File: config.mk
export PLATFORM = sky130hd
export DESIGN_NAME = spkt_ctrl_flat
export DESIGN_NICKNAME = d
export VERILOG_FILES = /design/src/hw/rtl/spkt_pkg.sv /design/src/hw/rtl/spkt_req_if.sv /design/src/hw/rtl/spkt_rsp_if.sv /design/src/hw/rtl/spkt_ctrl.sv /design/src/flat_wrapper.sv
export SDC_FILE = /design/constraint.sdc
export NUM_CORES = 1
export LEC_CHECK = 0
export ABC_AREA = 1
export ABC_CLOCK_PERIOD_IN_PS = 12100
export BUFFER_PORTS_ARGS = -buffer_cell sky130_fd_sc_hd__buf_2
export CAP_MARGIN = 20
export CELL_PAD_IN_SITES_DETAIL_PLACEMENT = 0
export CELL_PAD_IN_SITES_GLOBAL_PLACEMENT = 2
export CORE_UTILIZATION = 35
export DETAILED_ROUTE_END_ITERATION = 16
export GPL_TIMING_DRIVEN = 1
export PLACE_DENSITY_LB_ADDON = 0.1
export SKIP_LAST_GASP = 1
export SYNTH_ARGS = -nofsm -noshare
export SYNTH_HDL_FRONTEND = slang
export SYNTH_SLANG_ARGS = --single-unit
File: constraint.sdc
create_clock -name clock -period 12.1 [get_ports clock]
set_input_delay 2.42 -clock clock [delete_from_list [all_inputs] [get_ports clock]]
set_output_delay 2.42 -clock clock [all_outputs]
set_load 0.03 [all_outputs]
File: src/hw/rtl/spkt_pkg.sv
// spkt_pkg: shared types, codes and the row compare for the sorted pair key table
// no dependencies

package spkt_pkg;

   typedef enum logic [1:0] {
      OP_INSERT = 2'd0,
      OP_SORT   = 2'd1,
      OP_FIND   = 2'd2,
      OP_CLEAR  = 2'd3
   } op_type;

   typedef enum logic [2:0] {
      ST_OK        = 3'd0,
      ST_NOT_FOUND = 3'd1,
      ST_UNSORTED  = 3'd2,
      ST_FULL      = 3'd3,
      ST_SKIPPED   = 3'd4
   } status_type;

   localparam logic [1:0] VK_INT    = 2'd0;
   localparam logic [1:0] VK_STRING = 2'd1;

   typedef struct packed {
      logic signed [31:0] owner;
      logic signed [31:0] key;
      logic signed [31:0] value;
      logic               mark;
   } row_type;

   typedef enum logic [1:0] {
      WSEL_REQ = 2'd0,
      WSEL_A   = 2'd1,
      WSEL_B   = 2'd2
   } wsel_type;

   typedef struct packed {
      logic     wr_en;
      logic     wr_bank;
      wsel_type wr_sel;
      logic     rd_bank;
      logic     load_query;
   } cmd_type;

   typedef struct packed {
      row_type row_a;
      logic    b_lt_a;
      logic    a_lt_q;
      logic    q_lt_a;
   } stat_type;

   function automatic logic pair_lt(input logic signed [31:0] o1, input logic signed [31:0] k1,
                                    input logic signed [31:0] o2, input logic signed [31:0] k2);
      pair_lt = (o1 < o2) || ((o1 == o2) && (k1 < k2));
   endfunction

endpackage

File: src/hw/rtl/spkt_req_if.sv
// spkt_req_if: request channel, valid/ready with the operation payload
// depends on spkt_pkg

interface spkt_req_if;
   import spkt_pkg::*;
   logic               valid;
   logic               ready;
   op_type             kind;
   logic signed [31:0] owner;
   logic signed [31:0] param_key;
   logic signed [31:0] value;
   logic [1:0]         value_kind;
   logic               value_present;

   modport source(output valid, kind, owner, param_key, value, value_kind, value_present,
                  input ready);
   modport sink(input valid, kind, owner, param_key, value, value_kind, value_present,
                output ready);
endinterface

File: src/hw/rtl/spkt_rsp_if.sv
// spkt_rsp_if: response channel, valid/ready with status and found row data
// depends on spkt_pkg

interface spkt_rsp_if;
   import spkt_pkg::*;
   logic               valid;
   logic               ready;
   status_type         status;
   logic signed [31:0] found_value;
   logic               found_is_string;

   modport source(output valid, status, found_value, found_is_string, input ready);
   modport sink(input valid, status, found_value, found_is_string, output ready);
endinterface

File: src/hw/rtl/spkt_ctrl.sv
// spkt_ctrl: sequencer for insert, merge sort, binary search and clear, plus result register
// depends on spkt_pkg and the channel interfaces

module spkt_ctrl #(
   parameter int TABLE_DEPTH = 4096,
   parameter int AW = 12
) (
   input  logic               clock,
   input  logic               reset,
   spkt_req_if.sink           req_chan,
   spkt_rsp_if.source         rsp_chan,
   input  spkt_pkg::stat_type st,
   output spkt_pkg::cmd_type  cmd,
   output logic [AW-1:0]      wr_addr,
   output logic [AW-1:0]      rd_addr_a,
   output logic [AW-1:0]      rd_addr_b
);
   import spkt_pkg::*;

   localparam int CW = $clog2(TABLE_DEPTH + 1);
   localparam int XW = CW + 1;
   localparam logic [CW-1:0] DEPTH_C = CW'(TABLE_DEPTH);

   typedef enum logic [2:0] {
      S_IDLE, S_FRD, S_FCMP, S_BLK, S_MRD, S_MWR, S_RESP
   } state_type;

   state_type          state_ff, state_in;
   logic [CW-1:0]      count_ff, count_in;
   logic               sorted_ff, sorted_in, cur_ff, cur_in;
   logic [XW-1:0]      lo_ff, lo_in, hi_ff, hi_in, mid_ff, mid_in;
   logic [XW-1:0]      p_ff, p_in, q_ff, q_in, o_ff, o_in, w_ff, w_in;
   status_type         res_st_ff, res_st_in;
   logic signed [31:0] res_val_ff, res_val_in;
   logic               res_str_ff, res_str_in;
   logic               rsp_valid_ff, rsp_valid_in;
   status_type         rsp_st_ff, rsp_st_in;
   logic signed [31:0] rsp_val_ff, rsp_val_in;
   logic               rsp_str_ff, rsp_str_in;

   logic          accept, take_b, p_live, q_live;
   logic [XW-1:0] n_x, fmid, bmid, bhi, lo_next, w_next;

   assign n_x    = XW'(count_ff);
   assign accept = req_chan.valid && req_chan.ready;
   assign p_live = p_ff < mid_ff;
   assign q_live = q_ff < hi_ff;
   assign take_b = q_live && (!p_live || st.b_lt_a);
   assign fmid   = lo_ff + ((hi_ff - lo_ff - XW'(1)) >> 1);
   assign bmid   = ((lo_ff + w_ff) < n_x) ? (lo_ff + w_ff) : n_x;
   assign bhi    = ((bmid + w_ff) < n_x) ? (bmid + w_ff) : n_x;
   assign lo_next = lo_ff + (w_ff << 1);
   assign w_next  = w_ff << 1;

   assign req_chan.ready           = (state_ff == S_IDLE);
   assign rsp_chan.valid           = rsp_valid_ff;
   assign rsp_chan.status          = rsp_st_ff;
   assign rsp_chan.found_value     = rsp_val_ff;
   assign rsp_chan.found_is_string = rsp_str_ff;

   always_comb begin
      state_in = state_ff;   count_in = count_ff; sorted_in = sorted_ff; cur_in = cur_ff;
      lo_in = lo_ff; hi_in = hi_ff; mid_in = mid_ff;
      p_in = p_ff; q_in = q_ff; o_in = o_ff; w_in = w_ff;
      res_st_in = res_st_ff; res_val_in = res_val_ff; res_str_in = res_str_ff;
      rsp_valid_in = rsp_valid_ff && !rsp_chan.ready;
      rsp_st_in = rsp_st_ff; rsp_val_in = rsp_val_ff; rsp_str_in = rsp_str_ff;
      cmd.wr_en = 1'b0;
      cmd.wr_bank = cur_ff;
      cmd.wr_sel = WSEL_REQ;
      cmd.rd_bank = cur_ff;
      cmd.load_query = accept;
      wr_addr   = count_ff[AW-1:0];
      rd_addr_a = p_ff[AW-1:0];
      rd_addr_b = q_ff[AW-1:0];

      case (state_ff)
         S_IDLE: begin
            if (accept) begin
               res_st_in = ST_OK; res_val_in = 32'sd0; res_str_in = 1'b0;
               state_in = S_RESP;
               case (req_chan.kind)
                  OP_INSERT: begin
                     sorted_in = 1'b0;
                     if (!req_chan.value_present ||
                         (req_chan.value_kind != VK_INT && req_chan.value_kind != VK_STRING))
                     begin
                        res_st_in = ST_SKIPPED;
                     end else if (count_ff >= DEPTH_C) begin
                        res_st_in = ST_FULL;
                     end else begin
                        cmd.wr_en = 1'b1;
                        count_in = count_ff + CW'(1);
                     end
                  end
                  OP_SORT: begin
                     sorted_in = 1'b1;
                     if (count_ff > CW'(1)) begin
                        lo_in = '0; w_in = XW'(1); state_in = S_BLK;
                     end
                  end
                  OP_FIND: begin
                     if (count_ff == '0) res_st_in = ST_NOT_FOUND;
                     else if (!sorted_ff) res_st_in = ST_UNSORTED;
                     else begin
                        lo_in = '0; hi_in = n_x; state_in = S_FRD;
                     end
                  end
                  default: begin
                     count_in = '0; sorted_in = 1'b0;
                  end
               endcase
            end
         end
         S_FRD: begin
            rd_addr_a = fmid[AW-1:0];
            mid_in = fmid;
            if (lo_ff < hi_ff) state_in = S_FCMP;
            else begin
               res_st_in = ST_NOT_FOUND; state_in = S_RESP;
            end
         end
         S_FCMP: begin
            if (st.a_lt_q) begin
               lo_in = mid_ff + XW'(1); state_in = S_FRD;
            end else if (st.q_lt_a) begin
               hi_in = mid_ff; state_in = S_FRD;
            end else begin
               res_val_in = st.row_a.value; res_str_in = st.row_a.mark; state_in = S_RESP;
            end
         end
         S_BLK: begin
            mid_in = bmid; hi_in = bhi; p_in = lo_ff; q_in = bmid; o_in = lo_ff;
            state_in = S_MRD;
         end
         S_MRD: begin
            if (p_live || q_live) state_in = S_MWR;
            else if (lo_next < n_x) begin
               lo_in = lo_next; state_in = S_BLK;
            end else begin
               cur_in = !cur_ff;
               if (w_next < n_x) begin
                  w_in = w_next; lo_in = '0; state_in = S_BLK;
               end else state_in = S_RESP;
            end
         end
         S_MWR: begin
            cmd.wr_en = 1'b1;
            cmd.wr_bank = !cur_ff;
            cmd.wr_sel = take_b ? WSEL_B : WSEL_A;
            wr_addr = o_ff[AW-1:0];
            o_in = o_ff + XW'(1);
            if (take_b) q_in = q_ff + XW'(1);
            else p_in = p_ff + XW'(1);
            state_in = S_MRD;
         end
         S_RESP: begin
            if (!rsp_valid_ff || rsp_chan.ready) begin
               rsp_valid_in = 1'b1;
               rsp_st_in = res_st_ff; rsp_val_in = res_val_ff; rsp_str_in = res_str_ff;
               state_in = S_IDLE;
            end
         end
         default: state_in = S_IDLE;
      endcase
   end

   always_ff @(posedge clock) begin
      if (reset) begin
         state_ff <= S_IDLE;
         count_ff <= '0;
         sorted_ff <= 1'b0;
         cur_ff <= 1'b0;
         rsp_valid_ff <= 1'b0;
      end else begin
         state_ff <= state_in;
         count_ff <= count_in;
         sorted_ff <= sorted_in;
         cur_ff <= cur_in;
         rsp_valid_ff <= rsp_valid_in;
      end
      lo_ff <= lo_in; hi_ff <= hi_in; mid_ff <= mid_in;
      p_ff <= p_in; q_ff <= q_in; o_ff <= o_in; w_ff <= w_in;
      res_st_ff <= res_st_in; res_val_ff <= res_val_in; res_str_ff <= res_str_in;
      rsp_st_ff <= rsp_st_in; rsp_val_ff <= rsp_val_in; rsp_str_ff <= rsp_str_in;
   end

   a_count_bound: assert property (@(posedge clock) disable iff (reset)
      count_ff <= DEPTH_C) else $error("row count beyond table depth");
   a_merge_write: assert property (@(posedge clock) disable iff (reset)
      state_ff == S_MWR |-> o_ff < n_x) else $error("merge write outside table");
   a_clear: assert property (@(posedge clock) disable iff (reset)
      accept && req_chan.kind == OP_CLEAR |=> count_ff == '0 && !sorted_ff)
      else $error("clear left rows");
   a_find_range: assert property (@(posedge clock) disable iff (reset)
      state_ff == S_FCMP |-> mid_ff < n_x) else $error("search probe outside table");

endmodule

File: src/flat_wrapper.sv
// flat-port wrapper written by rule: the top's interface ports become plain ports
module spkt_ctrl_flat import spkt_pkg::*;
#(
   parameter int TABLE_DEPTH = 4096,
   parameter int AW = 12
)
  (clock, reset, st, cmd, wr_addr, rd_addr_a, rd_addr_b, req_chan_valid, req_chan_kind, req_chan_owner, req_chan_param_key, req_chan_value, req_chan_value_kind, req_chan_value_present, req_chan_ready, rsp_chan_valid, rsp_chan_status, rsp_chan_found_value, rsp_chan_found_is_string, rsp_chan_ready);
  spkt_req_if req_chan_i ();
  spkt_rsp_if rsp_chan_i ();
  input  logic clock;
  input  logic reset;
  input  spkt_pkg::stat_type st;
  output spkt_pkg::cmd_type cmd;
  output logic [AW-1:0] wr_addr;
  output logic [AW-1:0] rd_addr_a;
  output logic [AW-1:0] rd_addr_b;
  input wire logic [$bits(req_chan_i.valid)-1:0] req_chan_valid;
  input wire logic [$bits(req_chan_i.kind)-1:0] req_chan_kind;
  input wire logic [$bits(req_chan_i.owner)-1:0] req_chan_owner;
  input wire logic [$bits(req_chan_i.param_key)-1:0] req_chan_param_key;
  input wire logic [$bits(req_chan_i.value)-1:0] req_chan_value;
  input wire logic [$bits(req_chan_i.value_kind)-1:0] req_chan_value_kind;
  input wire logic [$bits(req_chan_i.value_present)-1:0] req_chan_value_present;
  output wire logic [$bits(req_chan_i.ready)-1:0] req_chan_ready;
  output wire logic [$bits(rsp_chan_i.valid)-1:0] rsp_chan_valid;
  output wire logic [$bits(rsp_chan_i.status)-1:0] rsp_chan_status;
  output wire logic [$bits(rsp_chan_i.found_value)-1:0] rsp_chan_found_value;
  output wire logic [$bits(rsp_chan_i.found_is_string)-1:0] rsp_chan_found_is_string;
  input wire logic [$bits(rsp_chan_i.ready)-1:0] rsp_chan_ready;
  assign req_chan_i.valid = req_chan_valid;
  assign req_chan_i.kind = req_chan_kind;
  assign req_chan_i.owner = req_chan_owner;
  assign req_chan_i.param_key = req_chan_param_key;
  assign req_chan_i.value = req_chan_value;
  assign req_chan_i.value_kind = req_chan_value_kind;
  assign req_chan_i.value_present = req_chan_value_present;
  assign req_chan_ready = req_chan_i.ready;
  assign rsp_chan_valid = rsp_chan_i.valid;
  assign rsp_chan_status = rsp_chan_i.status;
  assign rsp_chan_found_value = rsp_chan_i.found_value;
  assign rsp_chan_found_is_string = rsp_chan_i.found_is_string;
  assign rsp_chan_i.ready = rsp_chan_ready;
  spkt_ctrl #(.TABLE_DEPTH(TABLE_DEPTH), .AW(AW)) u_core (.clock(clock), .reset(reset), .req_chan(req_chan_i), .rsp_chan(rsp_chan_i), .st(st), .cmd(cmd), .wr_addr(wr_addr), .rd_addr_a(rd_addr_a), .rd_addr_b(rd_addr_b));
endmodule
======== Yosys cells after proc, flatten, opt, wreduce, memory -nomap -nowiden ========
Index checks and enable logic that the tools add are counted.
cells by class
  add/sub/neg operators ................... 11
  magnitude comparators ................... 9
  equal/unequal tests ..................... 33
  multiplexer cells ....................... 76
  bitwise logic cells ..................... 4
  reductions and logical operators ........ 38
operators with widths
  kind                                                       count
  two-way mux 14 bit                                         24
  case mux 14 bit (2 select lines)                           6
  two-way mux 32 bit                                         3
  case mux 14 bit (3 select lines)                           2
  case mux 32 bit (2 select lines)                           1
  adder 14 x 1 -> 14 bit, second input constant              4
  < comparator 14 x 13 -> 1 bit                              4
  two-way mux 3 bit                                          15
  adder 14 bit                                               3
  < comparator 14 bit                                        3
  != test 2 bit, second input constant                       16
  two-way mux 13 bit                                         2
  case mux 13 bit (2 select lines)                           1
  two-way mux 12 bit                                         2
  case mux 3 bit (2 select lines)                            3
  case mux 3 bit (6 select lines)                            1
  adder 14 x 13 -> 14 bit                                    1
  AND reduction 7 bit                                        2
  subtractor 14 x 1 -> 14 bit, second input constant         1
  subtractor 14 bit                                          1
  adder 13 x 1 -> 13 bit, second input constant              1
  greater-or-equal comparator 13 bit, second input constant  1
  > comparator 13 x 1 -> 1 bit, second input constant        1
  zero test 13 bit                                           1
  other kinds (25)                                           72
storage, ports and cells
  flip-flop bits (word level) ............. 189
  input bits .............................. 205

======== Longest topological paths before layout ========
  depth after elaboration ................. 7
  gate-level depth with buffers ........... 44

======== Least setup slack after synthesis ========
Ideal clock, no wire load.
  path type ............................... input to register
  from .................................... input rsp_chan_ready
  to ...................................... register u_core.rsp_str_ff (netlist: u_core.rsp_chan.found_is_string), enable pin
  library setup time ...................... 0.519 ns
  data arrival time ....................... 5.907 ns
  data required time ...................... 11.581 ns
  path slack .............................. 5.673 ns
  stages .................................. 2
  cells stage by stage .................... nor2_1 > nor4_1
on the way
  longest elaborated chain between the ends .. 2
RTL lines
  element                        line                source
  start: declaration             flat_wrapper.sv:29  input wire logic [$bits(rsp_chan_i.ready)-1:0] rsp_chan_ready;
  logical OR 1 bit               spkt_ctrl.sv:158    if (!rsp_valid_ff || rsp_chan.ready) begin
  AND reduction 2 bit (no line)  n/a
  end signal: assignment         spkt_ctrl.sv:185    rsp_st_ff <= rsp_st_in; rsp_val_ff <= rsp_val_in; rsp_str_ff <= rsp_str_in;
  end: declaration               spkt_ctrl.sv:39     logic rsp_str_ff, rsp_str_in;
No other way between the ends.
A chain may end at the register's enable or synchronous reset.

======== Worst setup path in the final report ========
  from .................................... register u_core.lo_ff[1]
  to ...................................... register u_core.hi_ff[7], data pin
on the way
  longest elaborated chain between the ends .. 7
RTL lines
  element                             line              source
  start: declaration                  spkt_ctrl.sv:31   logic [XW-1:0] lo_ff, lo_in, hi_ff, hi_in, mid_ff, mid_in;
  start signal: assignment            spkt_ctrl.sv:182  lo_ff <= lo_in; hi_ff <= hi_in; mid_ff <= mid_in;
  adder 14 bit *                      spkt_ctrl.sv:50   assign bmid = ((lo_ff + w_ff) < n_x) ? (lo_ff + w_ff) : n_x;
  < comparator 14 x 13 -> 1 bit       spkt_ctrl.sv:50
  two-way mux 14 bit *                spkt_ctrl.sv:50
  adder 14 bit *                      spkt_ctrl.sv:51   assign bhi = ((bmid + w_ff) < n_x) ? (bmid + w_ff) : n_x;
  < comparator 14 x 13 -> 1 bit       spkt_ctrl.sv:51
  two-way mux 14 bit *                spkt_ctrl.sv:51
  case mux 14 bit (3 select lines) *  spkt_ctrl.sv:77   case (state_ff)
  named net u_core.hi_in[7]           spkt_ctrl.sv:31
  end signal: assignment              spkt_ctrl.sv:182
  end: declaration                    spkt_ctrl.sv:31
Mark *: on every way through the listed nets, which the timed path passes. The rest lies on a longest branch.

==> impl_table.tex <==
\begin{tabular}{lr}
\hline
Metric & Value \\
\hline
\multicolumn{2}{l}{\textbf{Outcome}} \\
\quad Result of the run & completed \\
\multicolumn{2}{l}{\textbf{Detailed routing}} \\
\quad Detailed-route vias per instance & 5.113 \\
\quad Via count of the routed design & about 13,000 \\
\quad Residual DRC & 0 \\
\quad Total detailed-routing wirelength & roughly 52,000 um \\
\quad Number of violations reported at the end of detailed-routing iteration 0 & between 900 and 1,000 \\
\quad Wire length per cell & 20.68 um \\
\quad DRT Pass-1 Iters & 5 \\
\quad Number of routed nets with antenna violations & 0 \\
\multicolumn{2}{l}{\textbf{Floorplan}} \\
\quad Horizontal die dimension & between 200 and 250 um \\
\quad Height of the die & around 210 um \\
\quad Floorplan core area & roughly 41,000 um2 \\
\quad Standard-cell rows & between 70 and 80 \\
\quad Die Area & $\sim$42,000 um2 \\
\quad Number of ports placed on the die boundary & roughly 290 \\
\quad Initial standard-cell utilization of the core & between 30 and 40\% \\
\multicolumn{2}{l}{\textbf{STA}} \\
\quad Minimum clock period after layout & $\sim$8000 ps \\
\quad Final setup violation count & 0 \\
\quad Transition time at the pin with the least slew margin & approximately 880 ps \\
\quad Share of the clock period used by the worst path & between 60\% and 70\% \\
\quad Post-route clock skew & between 15 and 20 ps \\
\quad Maximum clock frequency & 124.5 MHz \\
\quad Setup TNS & 0 ps \\
\quad Worst max-slew margin expressed relative to the limit & between 40\% and 50\% \\
\quad Setup repair after global routing missed its margin & no \\
\quad Count of final hold-check violations & 0 \\
\quad Fin. max-slew vios & 0 \\
\quad Fin worst setup slack & 4070 ps \\
\multicolumn{2}{l}{\textbf{Logic synthesis}} \\
\quad Leading cell type by number of instances after synthesis & sky130\_fd\_sc\_hd\_\_nand2\_1 \\
\quad Top\_reg\_cell synth & sky130\_fd\_sc\_hd\_\_edfxtp\_1 \\
\quad Average instance area after synthesis & roughly 8 um2 \\
\quad Number of flops mapped to enable cells by yosys & between 150 and 200 \\
\quad Most used standard cells in the synthesized netlist & sky130\_fd\_sc\_hd\_\_nand2\_1 (390), sky130\_fd\_sc\_hd\_\_inv\_1 (267), sky130\_fd\_sc\_hd\_\_nor2\_1 (175), sky130\_fd\_sc\_hd\_\_edfxtp\_1 (168), sky130\_fd\_sc\_hd\_\_ha\_1 (162) \\
\quad Cell taking the most area after synthesis & sky130\_fd\_sc\_hd\_\_edfxtp\_1 \\
\quad Net count after synthesis & 2,197 \\
\quad Post-synth design cell area & roughly 14,000 um2 \\
\quad Library cells used by synthesis & 55 \\
\quad Synthesized instance count & about 1,800 \\
\quad Sequential area share after synthesis & between 30\% and 40\% \\
\quad Synthesis-stage register bit count & between 150 and 200 \\
\quad Share of the synthesized area in the top cell type & between 30\% and 40\% \\
\quad Yosys Warn Count & 0 \\
\quad Dominant cells by area after synthesis & sky130\_fd\_sc\_hd\_\_edfxtp\_1 (35\%), sky130\_fd\_sc\_hd\_\_ha\_1 (14\%), sky130\_fd\_sc\_hd\_\_nand2\_1 (10\%) \\
\quad Async set or reset register ratio after synthesis & 0\% \\
\multicolumn{2}{l}{\textbf{Global routing}} \\
\quad Initial antenna violation count & 2 \\
\quad First-pass GRT wire length & roughly 75,000 um \\
\quad Met3 Use GR & slightly below 4\% \\
\quad Met1 GRT Util & a little over a third \\
\quad Number of global-route vias before repair & roughly 12,000 \\
\quad Maximum number of pins on one net before global-route repair & 50 \\
\quad Global routing usage on met2 & 38.88\% \\
\quad Overall overflow remaining after global route & 0 \\
\quad Most congested layer reported by global routing & met2 \\
\quad Total global routing track utilization & 24.82\% \\
\multicolumn{2}{l}{\textbf{Clock network}} \\
\quad Maximum level of the CTS H-tree & 4 \\
\quad Total clock sinks & around 190 \\
\quad Post-CTS clock slew at the launch and capture registers of the worst setup and hold paths & around 80 ps \\
\quad Clock tree from TritonCTS & built \\
\quad Hold Buf Count CTS & 0 \\
\quad Maximum clock insertion buffer count & 2 \\
\quad Number of instances resized during post-cts repair & 0 \\
\quad Setup Fix Bufs, Post-CTS & 0 \\
\quad Cts bufs inserted & 17 \\
\quad Library cell used as clock root buffer & sky130\_fd\_sc\_hd\_\_clkbuf\_16 \\
\quad Source-to-sink clock delay at the later pin of the worst-skew pair & 470 ps \\
\multicolumn{2}{l}{\textbf{Worst setup path}} \\
\quad Crit path launch type & flip-flop \\
\quad Worst EP required & $\sim$12,000 ps \\
\quad Critical path buffers and inverters & 4 \\
\quad Slowest cell on the critical path & sky130\_fd\_sc\_hd\_\_edfxtp\_1 \\
\quad Critical path capture point type & flip-flop \\
\quad Category of the critical setup timing path & reg2reg \\
\quad Family with the most delay on the worst path & simple AND/OR/NAND/NOR gates \\
\quad Critical path's largest stage delay & between 700 and 800 ps \\
\quad Crit path top cell by count & sky130\_fd\_sc\_hd\_\_nand2\_1 \\
\quad Maximum fanout along the worst path & 14 \\
\quad Data arrival time at the worst-slack endpoint & about 8200 ps \\
\multicolumn{2}{l}{\textbf{Finish}} \\
\quad Total area of sequential cells & roughly 5400 um2 \\
\quad \# diodes & 0 \\
\quad Layout Area Growth over Synthesis & 12.92\% \\
\quad Utilization after layout & between 40\% and 50\% \\
\quad Post-layout net count & 2,320 \\
\quad Ratio of cells with drive above 1 in the final layout & between 10 and 15\% \\
\quad Number of filler cells placed in the layout & approximately 4,300 \\
\quad Multi-input gate area & a little under 8000 um2 \\
\multicolumn{2}{l}{\textbf{Placement}} \\
\quad RD Place Congestion & 0.9127 \\
\quad Total half-perimeter wirelength after legalization and detailed placement & between 40,000 and 50,000 um \\
\quad Worst slack after detailed placement & approximately 4200 ps \\
\quad Number of port buffers & roughly 120 \\
\multicolumn{2}{l}{\textbf{Job}} \\
\quad Max Cap Violations & 0 \\
\multicolumn{2}{l}{\textbf{Min path}} \\
\quad Hold WC Path Type & reg2reg \\
\hline
\end{tabular}
## logic make-up (layout without fill, tap and decap cells)
group	after synthesis	in the layout	synth area share (%)
xor+xnor	62	62	3.811
compound gates	291	291	11.18
fa+ha+maj	167	167	14.72
flops	187	187	37.55
simple gates	799	799	23.92
buf+inv	319	455	8.808
## through the flow
stage	instance area, um2	cells	hold WS (ps)
floorplan	14450	1825	400.3
global placement	15700	2459	401.0
detailed placement	15710	2460	405.4
CTS	16290	2492	419.8
global route	16310	2493	425.5
finish	16310	2493	416.2
## area by class of cell
| type | instances | share of cell area (%) |
|---|---|---|
| tap | 532 | 4.080 |
| multi-input combinational | 1319 | 47.70 |
| clock inverter | 11 | 0.7823 |
| clock buffer | 21 | 2.761 |
| timing repair buffer | 150 | 5.139 |
| inverter | 273 | 6.282 |
| sequential | 187 | 33.26 |
## cells in the final DEF (no fill, tap or decap), types with 3 or more instances in the layout
cell,count
sky130_fd_sc_hd__o31ai_1,5
sky130_fd_sc_hd__nand3b_1,6
sky130_fd_sc_hd__xor2_1,44
sky130_fd_sc_hd__o21a_1,5
sky130_fd_sc_hd__inv_2,6
sky130_fd_sc_hd__ha_1,162
sky130_fd_sc_hd__fa_1,5
sky130_fd_sc_hd__o211ai_1,6
sky130_fd_sc_hd__nand4_1,31
sky130_fd_sc_hd__nand2_1,390
sky130_fd_sc_hd__dfxtp_1,19
sky130_fd_sc_hd__a21o_1,4
sky130_fd_sc_hd__clkbuf_1,3
sky130_fd_sc_hd__nand3_1,129
sky130_fd_sc_hd__nor2_2,4
sky130_fd_sc_hd__o21bai_1,10
sky130_fd_sc_hd__buf_4,26
sky130_fd_sc_hd__nor3_1,25
sky130_fd_sc_hd__inv_8,3
sky130_fd_sc_hd__or2_2,7
sky130_fd_sc_hd__a31oi_1,8
sky130_fd_sc_hd__buf_2,123
sky130_fd_sc_hd__o21ai_0,90
sky130_fd_sc_hd__o21ai_1,7
sky130_fd_sc_hd__inv_1,266
sky130_fd_sc_hd__xnor2_1,17
sky130_fd_sc_hd__nand2_2,4
sky130_fd_sc_hd__clkbuf_16,17
sky130_fd_sc_hd__a22oi_1,9
sky130_fd_sc_hd__a21oi_1,132
sky130_fd_sc_hd__edfxtp_1,168
sky130_fd_sc_hd__nor2_1,173
sky130_fd_sc_hd__and2_1,13
## final timing paths
path / to / cells past startpoint / slack (ps) / startpoint
setup / recovery: u_core.hi_ff[7] / 35 / 4070 / u_core.lo_ff[1]
hold / removal: u_core.rsp_chan.found_value[1] / 0 / 420 / u_core.res_val_ff[1]
setup reg to reg: u_core.hi_ff[7] / 35 / 4070 / u_core.lo_ff[1]
hold reg to reg: u_core.rsp_chan.found_value[1] / 0 / 420 / u_core.res_val_ff[1]
## routing by layer
| metal | wire length (um) | vias up |
|---|---|---|
| met5 | 11 | - |
| met4 | 1349 | 2 |
| met3 | 2741 | 68 |
| met2 | 23370 | 321 |
| met1 | 24080 | 5997 |
| li1 | - | 6359 |
## registers in the layout, indices dropped and copies added (netlist names), 12 cells and up
signal	flops
u_core.count_ff	13
u_core.hi_ff	14
u_core.lo_ff	14
u_core.mid_ff	14
u_core.o_ff	12
u_core.p_ff	14
u_core.q_ff	14
u_core.res_val_ff	32
u_core.rsp_chan.found_value	32
u_core.w_ff	14
Power is not shown: default switching activity piles up to over one toggle a cycle in this logic, so the estimate is an artifact.
